[src/sv/acmm_pkg.sv]
// shared types and constants of the channel matrix mixer
package acmm_pkg;

	localparam int SAMPLE_W    = 24;
	localparam int GAIN_W      = 16;
	localparam int CHAN_FLD_W  = 3;
	localparam int CFG_W       = 4;
	localparam int FRAC_BITS   = 15;
	localparam int SAMPLE_MAX  = 8388607;
	localparam int SAMPLE_MIN  = -8388608;
	localparam logic [GAIN_W-1:0] GAIN_ONE = 16'h8000;

	typedef enum logic [0:0] {
		OP_SAMPLE = 1'b0,
		OP_GAIN   = 1'b1
	} op_t;

	typedef enum logic [0:0] {
		CFG_IN_CHANNELS  = 1'b0,
		CFG_OUT_CHANNELS = 1'b1
	} cfg_idx_t;

	// control that travels alongside one product through the mac pipeline
	typedef struct packed {
		logic vld;
		logic first;
		logic last;
	} mac_ctl_t;

endpackage

[src/sv/acmm_in_if.sv]
// input channel: samples and gain writes
interface acmm_in_if;
	logic                                 valid;
	logic                                 ready;
	acmm_pkg::op_t                        opcode;
	logic signed [acmm_pkg::SAMPLE_W-1:0] sample;
	logic [acmm_pkg::GAIN_W-1:0]          gain_value;
	logic [acmm_pkg::CHAN_FLD_W-1:0]      dest_channel;
	logic [acmm_pkg::CHAN_FLD_W-1:0]      src_channel;

	modport source (output valid, opcode, sample, gain_value, dest_channel, src_channel,
		input ready);
	modport sink (input valid, opcode, sample, gain_value, dest_channel, src_channel,
		output ready);
endinterface

[src/sv/acmm_out_if.sv]
// output channel: mixed samples
interface acmm_out_if;
	logic                                 valid;
	logic                                 ready;
	logic signed [acmm_pkg::SAMPLE_W-1:0] mixed_sample;
	logic [acmm_pkg::CHAN_FLD_W-1:0]      out_channel;
	logic                                 frame_last;

	modport source (output valid, mixed_sample, out_channel, frame_last, input ready);
	modport sink (input valid, mixed_sample, out_channel, frame_last, output ready);
endinterface

[src/sv/acmm_mac.sv]
// multiply-accumulate pipeline with floor shift and 24-bit saturation
module acmm_mac #(
	parameter int MAX_CHANNELS = 8
) (
	input  logic                                 clk,
	input  logic                                 arst_n,
	input  acmm_pkg::mac_ctl_t                   ctl_s1,
	input  logic signed [acmm_pkg::SAMPLE_W-1:0] sample_s1,
	input  logic [acmm_pkg::GAIN_W-1:0]          gain_s1,
	output logic                                 done_s3,
	output logic signed [acmm_pkg::SAMPLE_W-1:0] result_q
);
	import acmm_pkg::*;

	localparam int PROD_W = SAMPLE_W + GAIN_W + 1;
	localparam int ACC_W  = PROD_W + $clog2(MAX_CHANNELS) + 1;
	localparam logic signed [ACC_W-1:0] SAT_HI = ACC_W'(SAMPLE_MAX);
	localparam logic signed [ACC_W-1:0] SAT_LO = ACC_W'(SAMPLE_MIN);

	logic signed [PROD_W-1:0]   prod_s2;
	mac_ctl_t                   ctl_s2;
	logic signed [ACC_W-1:0]    acc_q;
	logic signed [ACC_W-1:0]    acc_base;
	logic signed [ACC_W-1:0]    acc_next;
	logic signed [ACC_W-1:0]    shifted;
	logic signed [SAMPLE_W-1:0] sat_res;

	always_ff @(posedge clk) begin
		prod_s2 <= PROD_W'(sample_s1) * PROD_W'($signed({1'b0, gain_s1}));
	end

	always_ff @(posedge clk or negedge arst_n) begin
		if (!arst_n) begin
			ctl_s2  <= '0;
			done_s3 <= 1'b0;
		end else begin
			ctl_s2  <= ctl_s1;
			done_s3 <= ctl_s2.vld && ctl_s2.last;
		end
	end

	always_comb begin
		acc_base = ctl_s2.first ? '0 : acc_q;
		acc_next = acc_base + ACC_W'(prod_s2);
		// arithmetic shift rounds toward minus infinity
		shifted  = acc_next >>> FRAC_BITS;
		priority if (shifted > SAT_HI) begin
			sat_res = SAMPLE_W'(SAMPLE_MAX);
		end else if (shifted < SAT_LO) begin
			sat_res = SAMPLE_W'(SAMPLE_MIN);
		end else begin
			sat_res = shifted[SAMPLE_W-1:0];
		end
	end

	always_ff @(posedge clk) begin
		if (ctl_s2.vld) begin
			acc_q <= acc_next;
		end
		if (ctl_s2.vld && ctl_s2.last) begin
			result_q <= sat_res;
		end
	end

endmodule

[src/sv/audio_channel_matrix_mixer_core.sv]
// channel matrix mixer: top level with gain and frame memories and the frame sequencer
//
// sample_in carries interleaved 24-bit samples (opcode sample) and gain writes
// (opcode gain). Samples fill one frame of in_channels entries; gain writes store
// one Q1.15 gain, clamped to 1.0, and produce nothing.
// mix_out gives out_channels results per frame, the last one flagged frame_last.
// A sample that does not close a frame, and a gain write, leave the sequencer idle.
// After the closing sample, each output channel walks its nin products through
// one shared multiplier fed by the two memories: the issue state feeds the products
// in, the drain state empties the multiply-accumulate pipeline and the emit state
// loads the output register. Input is taken again only once the frame is emitted.
// The single multiply-accumulate unit and the one read port of each memory make
// the products go through one at a time.
// A finished result sits in the output register; a stalled receiver holds the
// sequencer before the next result but never drops or repeats one.
// Reset clears the gain table (per-entry valid bits), the frame position and sets
// both channel counts to 2; no clearing pass is needed. Channel count registers are
// written through cfg_we/cfg_index/cfg_data by the user only while idle, not enforced.
module audio_channel_matrix_mixer_core #(
	parameter int MAX_CHANNELS = 8
) (
	input  logic                             clk,
	input  logic                             arst_n,
	input  logic                             cfg_we,
	input  acmm_pkg::cfg_idx_t               cfg_index,
	input  logic [acmm_pkg::CFG_W-1:0]       cfg_data,
	acmm_in_if.sink                          sample_in,
	acmm_out_if.source                       mix_out
);
	import acmm_pkg::*;

	localparam int IDX_W      = (MAX_CHANNELS > 1) ? $clog2(MAX_CHANNELS) : 1;
	localparam int CNT_W      = $clog2(MAX_CHANNELS + 1);
	localparam int GAIN_DEPTH = MAX_CHANNELS * MAX_CHANNELS;
	localparam int GADDR_W    = (GAIN_DEPTH > 1) ? $clog2(GAIN_DEPTH) : 1;

	typedef enum logic [1:0] {
		ST_IDLE,
		ST_ISSUE,
		ST_DRAIN,
		ST_EMIT
	} state_t;

	function automatic logic [CNT_W-1:0] eff_count(input logic [CFG_W-1:0] v);
		logic [CNT_W-1:0] r;
		if (v == '0) begin
			r = CNT_W'(1);
		end else if (int'(v) > MAX_CHANNELS) begin
			r = CNT_W'(MAX_CHANNELS);
		end else begin
			r = CNT_W'(v);
		end
		return r;
	endfunction

	state_t               state_q;
	logic [CFG_W-1:0]     in_ch_q;
	logic [CFG_W-1:0]     out_ch_q;
	logic [IDX_W-1:0]     pos_q;
	logic [IDX_W-1:0]     k_q;
	logic [IDX_W-1:0]     j_q;
	logic [CNT_W-1:0]     nin;
	logic [CNT_W-1:0]     nout;

	logic [GAIN_W-1:0]          gain_mem [GAIN_DEPTH];
	logic [GAIN_DEPTH-1:0]      gv_q;
	logic signed [SAMPLE_W-1:0] fbuf_mem [MAX_CHANNELS];

	logic                       in_acc;
	logic                       is_gain;
	logic                       smp_wr;
	logic                       frame_done;
	logic                       k_last;
	logic                       j_last;
	logic                       gw_en;
	logic [GADDR_W-1:0]         gw_addr;
	logic [GAIN_W-1:0]          gw_val;
	logic [GADDR_W-1:0]         rd_addr;

	logic [GAIN_W-1:0]          gain_s1;
	logic                       gv_s1;
	logic signed [SAMPLE_W-1:0] fbuf_s1;
	logic [GAIN_W-1:0]          gain_eff;
	mac_ctl_t                   ctl_s1;
	logic                       mac_done;
	logic signed [SAMPLE_W-1:0] mac_result;

	logic                       out_valid_q;
	logic signed [SAMPLE_W-1:0] mixed_q;
	logic [CHAN_FLD_W-1:0]      och_q;
	logic                       last_q;

	assign nin  = eff_count(in_ch_q);
	assign nout = eff_count(out_ch_q);

	assign sample_in.ready = (state_q == ST_IDLE);
	assign in_acc     = sample_in.valid && sample_in.ready;
	assign is_gain    = (sample_in.opcode == OP_GAIN);
	assign smp_wr     = in_acc && !is_gain;
	assign frame_done = (CNT_W'(pos_q) + CNT_W'(1)) >= nin;
	assign k_last     = (CNT_W'(k_q) + CNT_W'(1)) >= nin;
	assign j_last     = (CNT_W'(j_q) + CNT_W'(1)) >= nout;

	// entries outside the table are dropped
	assign gw_en   = in_acc && is_gain && (int'(sample_in.dest_channel) < MAX_CHANNELS)
		&& (int'(sample_in.src_channel) < MAX_CHANNELS);
	assign gw_addr = GADDR_W'(int'(sample_in.dest_channel) * MAX_CHANNELS
		+ int'(sample_in.src_channel));
	assign gw_val  = (sample_in.gain_value > GAIN_ONE) ? GAIN_ONE : sample_in.gain_value;
	assign rd_addr = GADDR_W'(int'(j_q) * MAX_CHANNELS + int'(k_q));

	always_ff @(posedge clk or negedge arst_n) begin
		if (!arst_n) begin
			in_ch_q  <= CFG_W'(2);
			out_ch_q <= CFG_W'(2);
		end else if (cfg_we) begin
			unique case (cfg_index)
				CFG_IN_CHANNELS:  in_ch_q  <= cfg_data;
				CFG_OUT_CHANNELS: out_ch_q <= cfg_data;
			endcase
		end
	end

	// memories: one write and one registered read each
	always_ff @(posedge clk) begin
		if (gw_en) begin
			gain_mem[gw_addr] <= gw_val;
		end
		if (smp_wr) begin
			fbuf_mem[pos_q] <= sample_in.sample;
		end
		gain_s1 <= gain_mem[rd_addr];
		gv_s1   <= gv_q[rd_addr];
		fbuf_s1 <= fbuf_mem[k_q];
	end

	// gain entries never written read as zero
	always_ff @(posedge clk or negedge arst_n) begin
		if (!arst_n) begin
			gv_q <= '0;
		end else if (gw_en) begin
			gv_q[gw_addr] <= 1'b1;
		end
	end

	assign gain_eff = gv_s1 ? gain_s1 : '0;

	always_ff @(posedge clk or negedge arst_n) begin
		if (!arst_n) begin
			ctl_s1 <= '0;
		end else begin
			ctl_s1.vld   <= (state_q == ST_ISSUE);
			ctl_s1.first <= (k_q == '0);
			ctl_s1.last  <= k_last;
		end
	end

	acmm_mac #(
		.MAX_CHANNELS(MAX_CHANNELS)
	) u_mac (
		.clk       (clk),
		.arst_n    (arst_n),
		.ctl_s1    (ctl_s1),
		.sample_s1 (fbuf_s1),
		.gain_s1   (gain_eff),
		.done_s3   (mac_done),
		.result_q  (mac_result)
	);

	always_ff @(posedge clk or negedge arst_n) begin
		if (!arst_n) begin
			state_q     <= ST_IDLE;
			pos_q       <= '0;
			k_q         <= '0;
			j_q         <= '0;
			out_valid_q <= 1'b0;
			mixed_q     <= '0;
			och_q       <= '0;
			last_q      <= 1'b0;
		end else begin
			// in the emit state the output register is always reloaded when it frees up
			if (mix_out.ready && (state_q != ST_EMIT)) begin
				out_valid_q <= 1'b0;
			end
			unique case (state_q)
				ST_IDLE: begin
					if (smp_wr) begin
						if (frame_done) begin
							pos_q   <= '0;
							k_q     <= '0;
							j_q     <= '0;
							state_q <= ST_ISSUE;
						end else begin
							pos_q <= pos_q + IDX_W'(1);
						end
					end
				end
				ST_ISSUE: begin
					if (k_last) begin
						state_q <= ST_DRAIN;
					end else begin
						k_q <= k_q + IDX_W'(1);
					end
				end
				ST_DRAIN: begin
					if (mac_done) begin
						state_q <= ST_EMIT;
					end
				end
				ST_EMIT: begin
					// wait for the output register to free up
					if (!out_valid_q || mix_out.ready) begin
						out_valid_q <= 1'b1;
						mixed_q     <= mac_result;
						och_q       <= CHAN_FLD_W'(j_q);
						last_q      <= j_last;
						k_q         <= '0;
						if (j_last) begin
							state_q <= ST_IDLE;
						end else begin
							j_q     <= j_q + IDX_W'(1);
							state_q <= ST_ISSUE;
						end
					end
				end
				default: state_q <= ST_IDLE;
			endcase
		end
	end

	assign mix_out.valid        = out_valid_q;
	assign mix_out.mixed_sample = mixed_q;
	assign mix_out.out_channel  = och_q;
	assign mix_out.frame_last   = last_q;

	a_last_flag: assert property (@(posedge clk) disable iff (!arst_n)
		(mix_out.valid && mix_out.frame_last) |-> (mix_out.out_channel == CHAN_FLD_W'(nout - CNT_W'(1))))
		else $error("frame_last on a beat that is not the final output channel");

	a_frame_start: assert property (@(posedge clk) disable iff (!arst_n)
		(smp_wr && frame_done) |=> (state_q == ST_ISSUE && k_q == '0 && j_q == '0))
		else $error("closing sample did not start the mix sequence");

	a_mac_done: assert property (@(posedge clk) disable iff (!arst_n)
		mac_done |-> (state_q == ST_DRAIN))
		else $error("mac result arrived outside the drain state");

endmodule

[src/flat_wrapper.sv]
// flat-port wrapper written by rule: the top's interface ports become plain ports
module audio_channel_matrix_mixer_core_flat import acmm_pkg::*;
#(
	parameter int MAX_CHANNELS = 8
)
  (clk, arst_n, cfg_we, cfg_index, cfg_data, sample_in_valid, sample_in_opcode, sample_in_sample, sample_in_gain_value, sample_in_dest_channel, sample_in_src_channel, sample_in_ready, mix_out_valid, mix_out_mixed_sample, mix_out_out_channel, mix_out_frame_last, mix_out_ready);
  acmm_in_if sample_in_i ();
  acmm_out_if mix_out_i ();
  input  logic clk;
  input  logic arst_n;
  input  logic cfg_we;
  input  acmm_pkg::cfg_idx_t cfg_index;
  input  logic [acmm_pkg::CFG_W-1:0] cfg_data;
  input wire logic [$bits(sample_in_i.valid)-1:0] sample_in_valid;
  input wire logic [$bits(sample_in_i.opcode)-1:0] sample_in_opcode;
  input wire logic [$bits(sample_in_i.sample)-1:0] sample_in_sample;
  input wire logic [$bits(sample_in_i.gain_value)-1:0] sample_in_gain_value;
  input wire logic [$bits(sample_in_i.dest_channel)-1:0] sample_in_dest_channel;
  input wire logic [$bits(sample_in_i.src_channel)-1:0] sample_in_src_channel;
  output wire logic [$bits(sample_in_i.ready)-1:0] sample_in_ready;
  output wire logic [$bits(mix_out_i.valid)-1:0] mix_out_valid;
  output wire logic [$bits(mix_out_i.mixed_sample)-1:0] mix_out_mixed_sample;
  output wire logic [$bits(mix_out_i.out_channel)-1:0] mix_out_out_channel;
  output wire logic [$bits(mix_out_i.frame_last)-1:0] mix_out_frame_last;
  input wire logic [$bits(mix_out_i.ready)-1:0] mix_out_ready;
  assign sample_in_i.valid = sample_in_valid;
  assign sample_in_i.opcode = sample_in_opcode;
  assign sample_in_i.sample = sample_in_sample;
  assign sample_in_i.gain_value = sample_in_gain_value;
  assign sample_in_i.dest_channel = sample_in_dest_channel;
  assign sample_in_i.src_channel = sample_in_src_channel;
  assign sample_in_ready = sample_in_i.ready;
  assign mix_out_valid = mix_out_i.valid;
  assign mix_out_mixed_sample = mix_out_i.mixed_sample;
  assign mix_out_out_channel = mix_out_i.out_channel;
  assign mix_out_frame_last = mix_out_i.frame_last;
  assign mix_out_i.ready = mix_out_ready;
  audio_channel_matrix_mixer_core #(.MAX_CHANNELS(MAX_CHANNELS)) u_core (.clk(clk), .arst_n(arst_n), .cfg_we(cfg_we), .cfg_index(cfg_index), .cfg_data(cfg_data), .sample_in(sample_in_i), .mix_out(mix_out_i));
endmodule
[config.mk]
export PLATFORM = sky130hd
export DESIGN_NAME = audio_channel_matrix_mixer_core_flat
export DESIGN_NICKNAME = d
export VERILOG_FILES = /design/src/sv/acmm_pkg.sv /design/src/sv/acmm_in_if.sv /design/src/sv/acmm_out_if.sv /design/src/sv/acmm_mac.sv /design/src/sv/audio_channel_matrix_mixer_core.sv /design/src/flat_wrapper.sv
export SDC_FILE = /design/constraint.sdc
export NUM_CORES = 2
export LEC_CHECK = 0
export BUFFER_PORTS_ARGS = -buffer_cell sky130_fd_sc_hd__buf_4
export CORE_UTILIZATION = 50
export DETAILED_ROUTE_END_ITERATION = 7
export GPL_ROUTABILITY_DRIVEN = 0
export PLACE_DENSITY = 0.66
export SYNTH_ARGS = -nofsm -noshare
export SYNTH_HDL_FRONTEND = slang
export SYNTH_HIERARCHICAL = 1
export SYNTH_SLANG_ARGS = --single-unit
[constraint.sdc]
create_clock -name clk -period 6.5 [get_ports clk]
set_input_delay 1.3 -clock clk [delete_from_list [all_inputs] [get_ports clk]]
set_output_delay 1.3 -clock clk [all_outputs]
set_load 0.02 [all_outputs]
After elaboration in Yosys (flattened, before gate mapping):

Memory sizes are Yosys's and may differ from the RTL's. A register that Yosys moved wholly into a read port is not among the register bits.
Cells that the tools add are included.

* add/sub/neg operators: 9
* magnitude comparators: 11
* multiply operators: 1
* equal/unequal tests: 11
* reduce and logical (&&, ||, !) cells: 22
* mux-type cells: 35
* bitwise gates (word level): 2

Operators by type and width (count)
* $or 64x64->64: 1
* $add 45x41->45: 1
* $mux 45: 1
* $mul 24x17->41: 1
* $mux 16: 2
* $gt 30x24->1 const B: 1
* $lt 30x24->1 const B: 1
* $mux 24: 1
* $mux 3: 7
* $gt 16x16->1 const B: 1
* $mux 4: 4
* $reduce_and 5->1: 3
* $lt 6x7->1 const B: 2
* $add 3x1->4 const B: 3
* $add 6x3->6: 2
* $ge 4x4->1: 3
* $ne 2x2->1 const B: 6
* $mux 1: 10
* $mux 2: 5
* $add 3x1->3 const B: 3
* $pmux 3 s3: 1
* $gt 4x4->1 const B: 2
* $logic_not 4->1: 2
* $pmux 2 s4: 1
* 16 further kinds: 27

* output and inout port bits: 30
* bits in registers: 230
* memories kept: 2
* bits in writable memories: 1216
* logic and storage cells: 115
* bits of input ports: 57

Memory list
* u_core.gain_mem: depth 64, bits a word 16, read ports 1, clocked after Yosys merged registers in 1, wr ports 1, RTL line audio_channel_matrix_mixer_core.sv:65 `logic [GAIN_W-1:0] gain_mem [GAIN_DEPTH];`
* u_core.fbuf_mem: depth 8, bits a word 24, read ports 1, clocked after Yosys merged registers in 1, wr ports 1, RTL line audio_channel_matrix_mixer_core.sv:67 `logic signed [SAMPLE_W-1:0] fbuf_mem [MAX_CHANNELS];`

Logic depth before layout (Yosys ltp):

* depth in word-level cells: 7
* depth in mapped cells: 26

Modules after synthesis:

The synthesis kept the hierarchy.

By module, submodules not included
* audio_channel_matrix_mixer_core: sequential area each 40216.1 um^2, cells an instance 2728, instances 1, area each 52799.4 um^2
* acmm_mac: sequential area each 2992.9 um^2, cells an instance 2246, instances 1, area each 20460.9 um^2

Worst setup path before layout:

OpenSTA, ideal clock, no wires.

* kind: flip-flop to flip-flop
* start point: register u_core.gv_s1
* end point: register u_core.u_mac.prod_s2[39]
* arrival: 6.722 ns
* stages on the path, launching flop included: 25
* setup slack: -0.301 ns
* data required time: 6.421 ns
* library setup time: 0.079 ns
* path through: dfxtp_1 > clkbuf_1 > and2_1 > clkbuf_1 > nand2_1 > fa_1 > inv_1 > fa_1 > fa_1 > fa_1 > fa_1 > inv_1 > fa_1 > inv_1 > ha_1 > buf_2 > a21o_1 > a21oi_1 > o21ai_0 > a31o_2 > or4_1 > a211oi_1 > o31a_1 > or4b_1 > o211ai_1

* cells in the longest elaborated chain, start to end: 2

Ends and longest elaborated chain
* from (decl): RTL line audio_channel_matrix_mixer_core.sv:81 `logic gv_s1;`
* from (signal assigned): RTL line audio_channel_matrix_mixer_core.sv:133 `gv_s1 <= gv_q[rd_addr];`
* $mux 16: RTL line audio_channel_matrix_mixer_core.sv:146 `assign gain_eff = gv_s1 ? gain_s1 : '0;`
* net u_core.gain_eff[10]: RTL line audio_channel_matrix_mixer_core.sv:83 `logic [GAIN_W-1:0] gain_eff;`
* $mul 24x17->41: RTL line acmm_mac.sv:29 `prod_s2 <= PROD_W'(sample_s1) * PROD_W'($signed({1'b0, gain_s1}));`
* to (signal assigned): RTL line acmm_mac.sv:29
* to (decl): RTL line acmm_mac.sv:20 `logic signed [PROD_W-1:0] prod_s2;`

The timed path passes the listed nets, and every way through them passes these cells.
A chain may end at the register's enable or synchronous reset.

Worst setup path in the final report:

Ends and elaborated chain as after synthesis.

==> run_results.csv <==
group,metric,value,unit
setup_path,required,7170,ps
yosys,synth.most_common_cell,"edfxtp_1",
yosys,synthTopCellsByArea,"edfxtp_1 (53%), fa_1 (10%), mux4_2 (7.1%), dfrtp_1 (4.0%), mux2i_1 (2.8%)",
floorplanning,num_rows,140,
yosys,async_flop_share,8.01,%
run_status,status,"finished, violations left",
power_and_ir_drop,cell_internal_pwr,15.5,mW
power_and_ir_drop,power-per-cell-area,233,mW/mm^2
cts,cts_max_path_buffers,3,
timing,slew_violations,0,
routing,firstDrtPassIters,6,
setup_path,worstSetupStartpoint,"u_core/gv_s1",
place,port_buffers,86,
timing,worst_slew_pin_slew,1300,ps
global_routing,gr-usage-all-layers,24.5,%
flow_run,cap_violations,0,
yosys,ys_seq_area_share,59.0,%
timing,fin_setup_tns,-74.4,ps
setup_path,end_kind,"flop",
power_and_ir_drop,p_seq_share,53.2,%
yosys,yosysTopAreaCell,"edfxtp_1",
worst_hold_path,min_path_type,"flop to flop",
worst_hold_path,min-delay-start,"u_core/ctl_s1[1]",
routing,wirelength,178,mm
final_layout,syn_to_final_growth,14.2,%
run_status,violations,"setup timing",
final_layout,drive_gt1_share,21.2,%
routing,met3_wirelength,10.1,mm
yosys,ys_seq_elements,1486,
routing,via_count,41584,
routing,wl_met2,91.0,mm
final_layout,nets,5875,
floorplanning,die_h,385,um
timing,setup_violations,1,
floorplanning,boundaryPins,87,
yosys,yosysUniqueCellTypes,78,
power_and_ir_drop,clkPwrFrac,45.6,%
final_layout,layout.cells.non_filler,7325,
place,place_area,0.0777,mm^2
place,dp.cells,7014,
yosys,netlist_area,0.0733,mm^2
routing,vias_per_cell,5.68,
cts,cts_tree,"yes",
power_and_ir_drop,switching_share,20.3,%
setup_path,criticalPathCategory,"flop to flop",
timing,setup_ws,-74.4,ps
yosys,avgSynthCellArea,14.7,um^2
final_layout,post-route-util,57.5,%
timing,rsz0062_at_grt,"yes",
setup_path,arrival,7240,ps
routing,drtAntennaViolNets,0,
power_and_ir_drop,p_sw,3.96,mW
global_routing,grt_pass1_wl,269,mm
global_routing,grt_start_max_net_pins,108,
routing,met1_length,70.4,mm
setup_path,critPathLaunchType,"flop",
power_and_ir_drop,pwr-share-comb,1.2,%
yosys,ys.flop_type,"edfxtp_1",
setup_path,cp_max_fo,7,
floorplanning,initial_core_util,50.3,%
global_routing,antenna_found_initial,2,
power_and_ir_drop,ir_worst_vdd,0.255,mV
final_layout,design_area,0.0836,mm^2
cts,htreeDepth,4,
place,hpwl,114,mm
routing,routed.top_layer,"met4",
cts,clkTransAtPathRegs,60,ps
floorplanning,die_x,385,um
yosys,synth_nets,5573,
power_and_ir_drop,finalPower,19.5,mW
timing,finalCriticalPeriod,6570,ps
setup_path,reg2reg_from,"u_core/gv_s1",
routing,wl_per_cell,24.2,um
timing,hold_viol_final,0,
global_routing,gr-total-overflow,0,
timing,worst_slew_margin_rel,13.3,%
cts,cts_made_buffers,152,
yosys,synth_top_area_share,52.7,%
timing,clock_skew,68.7,ps
yosys,yosys_warnings,6,
routing,drc_errors,0,
global_routing,grt_pass1_vias,43557,
floorplanning,fp.dieArea,0.148,mm^2
cts,clk_latency,800,ps
yosys,synth_edf_count,1285,
yosys,synthCells,4974,
power_and_ir_drop,leakagePower,31.9,nW
routing,drt_iter0_drc,3632,
yosys,ys_top_cells_by_count,"edfxtp_1 (1285), inv_1 (527), nand2_1 (430), fa_1 (378), mux4_2 (230)",
timing,min_period_over_period,101,%
floorplanning,core_area,0.146,mm^2
cts,root_buffer,"clkbuf_16",
timing,fmax,152,MHz
cts,clock_sinks,1486,
-- through the flow --
step                hold WS (ps)  worst slack (ps)
floorplan                    331              1.37
global placement             333              -294
detailed placement           337              -357
CTS                          352             -92.9
global route                 360              -256
finish                       351             -74.4
-- area by class of cell --
class                   instances  area [um^2]
repair buffers                372         3140
well taps                    1917         2400
diodes                          3         7.51
clock inverters                88         1080
multi-input cells            2735        27700
fillers                     11254        61900
clock buffers                 195         4090
flip-flops and latches       1486        43200
inverters                     529         1990
-- sequential cells by signal (all words and copies together) (netlist names), 2 cells and up --
signal,cells
u_core/u_mac/prod_s2,41
u_core/j_q,3
u_core/out_ch_q,4
u_core/fbuf_s1,24
u_core/state_q,2
u_core/u_mac/ctl_s2,3
u_core/fbuf_mem,192
u_core/k_q,3
u_core/gv_q,64
u_core/gain_s1,16
u_core/u_mac/result_q,24
u_core/mix_out.out_channel,3
u_core/pos_q,3
u_core/ctl_s1,3
u_core/mix_out.mixed_sample,24
u_core/u_mac/acc_q,45
u_core/gain_mem,1024
u_core/in_ch_q,4
-- cell usage in the layout, fill, tap and decap left out, types with 23 or more instances in the layout --
| cell type | Yosys | final |
|---|---|---|
| clkbuf_16 | 0 | 158 |
| buf_4 | 19 | 334 |
| inv_1 | 527 | 507 |
| ha_1 | 164 | 141 |
| edfxtp_1 | 1285 | 1285 |
| xnor2_1 | 57 | 57 |
| nand2_1 | 430 | 425 |
| clkinv_1 | 2 | 26 |
| or2_2 | 70 | 70 |
| o21ai_2 | 20 | 24 |
| mux4_2 | 230 | 230 |
| a211oi_1 | 26 | 25 |
| a21o_1 | 28 | 28 |
| o21ai_0 | 100 | 93 |
| a22oi_1 | 74 | 74 |
| and2_4 | 0 | 23 |
| fa_1 | 378 | 359 |
| xor2_1 | 25 | 25 |
| clkbuf_1 | 132 | 33 |
| nand3_1 | 54 | 51 |
| clkinv_2 | 0 | 25 |
| dfrtp_1 | 117 | 112 |
| and2_1 | 186 | 164 |
| mux2_2 | 54 | 54 |
| nor2_1 | 167 | 158 |
| a21oi_1 | 148 | 140 |
| mux2i_1 | 208 | 208 |
| dfxtp_1 | 82 | 80 |
| nor2b_1 | 78 | 59 |
-- layer usage --
| layer | vias to the layer above | GRT usage (%) |
|---|---|---|
| met3 | 318 | 3.20 |
| met1 | 21528 | 31.4 |
| met5 | - | 0 |
| met2 | 1341 | 42.7 |
| li1 | 18397 | - |
| met4 | 0 | 8.56 |
-- path summary, 6_finish.rpt --
check	endpoint	slack, ps	cells after the start
min	u_core/u_mac/ctl_s2[1]	350	0
min in group asynchronous	u_core/out_ch_q[3]	490	1
max in group asynchronous	u_core/gv_q[0]	4650	2
min reg2reg	u_core/u_mac/ctl_s2[1]	350	0
max	u_core/u_mac/prod_s2[39]	-70	24
max reg2reg	u_core/u_mac/prod_s2[39]	-70	24
-- power groups by stage --
| stage | combinational (mW) | clock [mW] | sequential (mW) |
|---|---|---|---|
| final | 0.240 | 8.89 | 10.4 |
| after CTS | 0.243 | 9.03 | 10.4 |
| after detailed placement | 0.242 | 0 | 10.6 |
| after global placement | 0.230 | 0 | 10.6 |
| after floorplan | 0.0882 | 0 | 10.6 |
| after global routing | 0.258 | 9.39 | 10.4 |
-- timing repair --
item | CTS | global route
endpoints found under the setup margin | 8 | 16
gates cloned | 1 | 3
hold endpoints to repair | 0 | 0
buffers inserted | 18 | 5
resized for setup | 83 | 63
hold buffers | 0 | 0
pin swaps | 76 | 90
-- logic make-up (layout without fill, tap and decap cells) --
| logic type | Yosys count | count (layout) | share of synthesized area, % |
|---|---|---|---|
| compound gates | 535 | 535 | 4.81 |
| xor+xnor | 82 | 82 | 0.980 |
| fa+ha+maj | 543 | 543 | 13.1 |
| buf+inv | 754 | 1184 | 4.19 |
| flops | 1486 | 1486 | 59.0 |
| mux | 492 | 492 | 10.7 |
| other cells | 0 | 3 | 0 |
| simple gates | 1082 | 1083 | 7.15 |
-- worst max-delay path, stage by stage (launching register included) --
cell and delay [ps]:
dfxtp_4 380, buf_6 140, and2_4 180, buf_6 130
and2_4 130, fa_1 530, inv_1 60, fa_1 460
fa_1 500, inv_1 50, fa_1 460, fa_1 550
inv_2 50, fa_1 530, inv_1 50, ha_2 180
and3_4 190, o31ai_4 160, a21o_1 150, a21oi_2 50
or4_4 550, a211oi_2 260, o31a_1 170, or4b_4 460
o211ai_1 90
No activity file was read; power rests on OpenSTA's default activity.
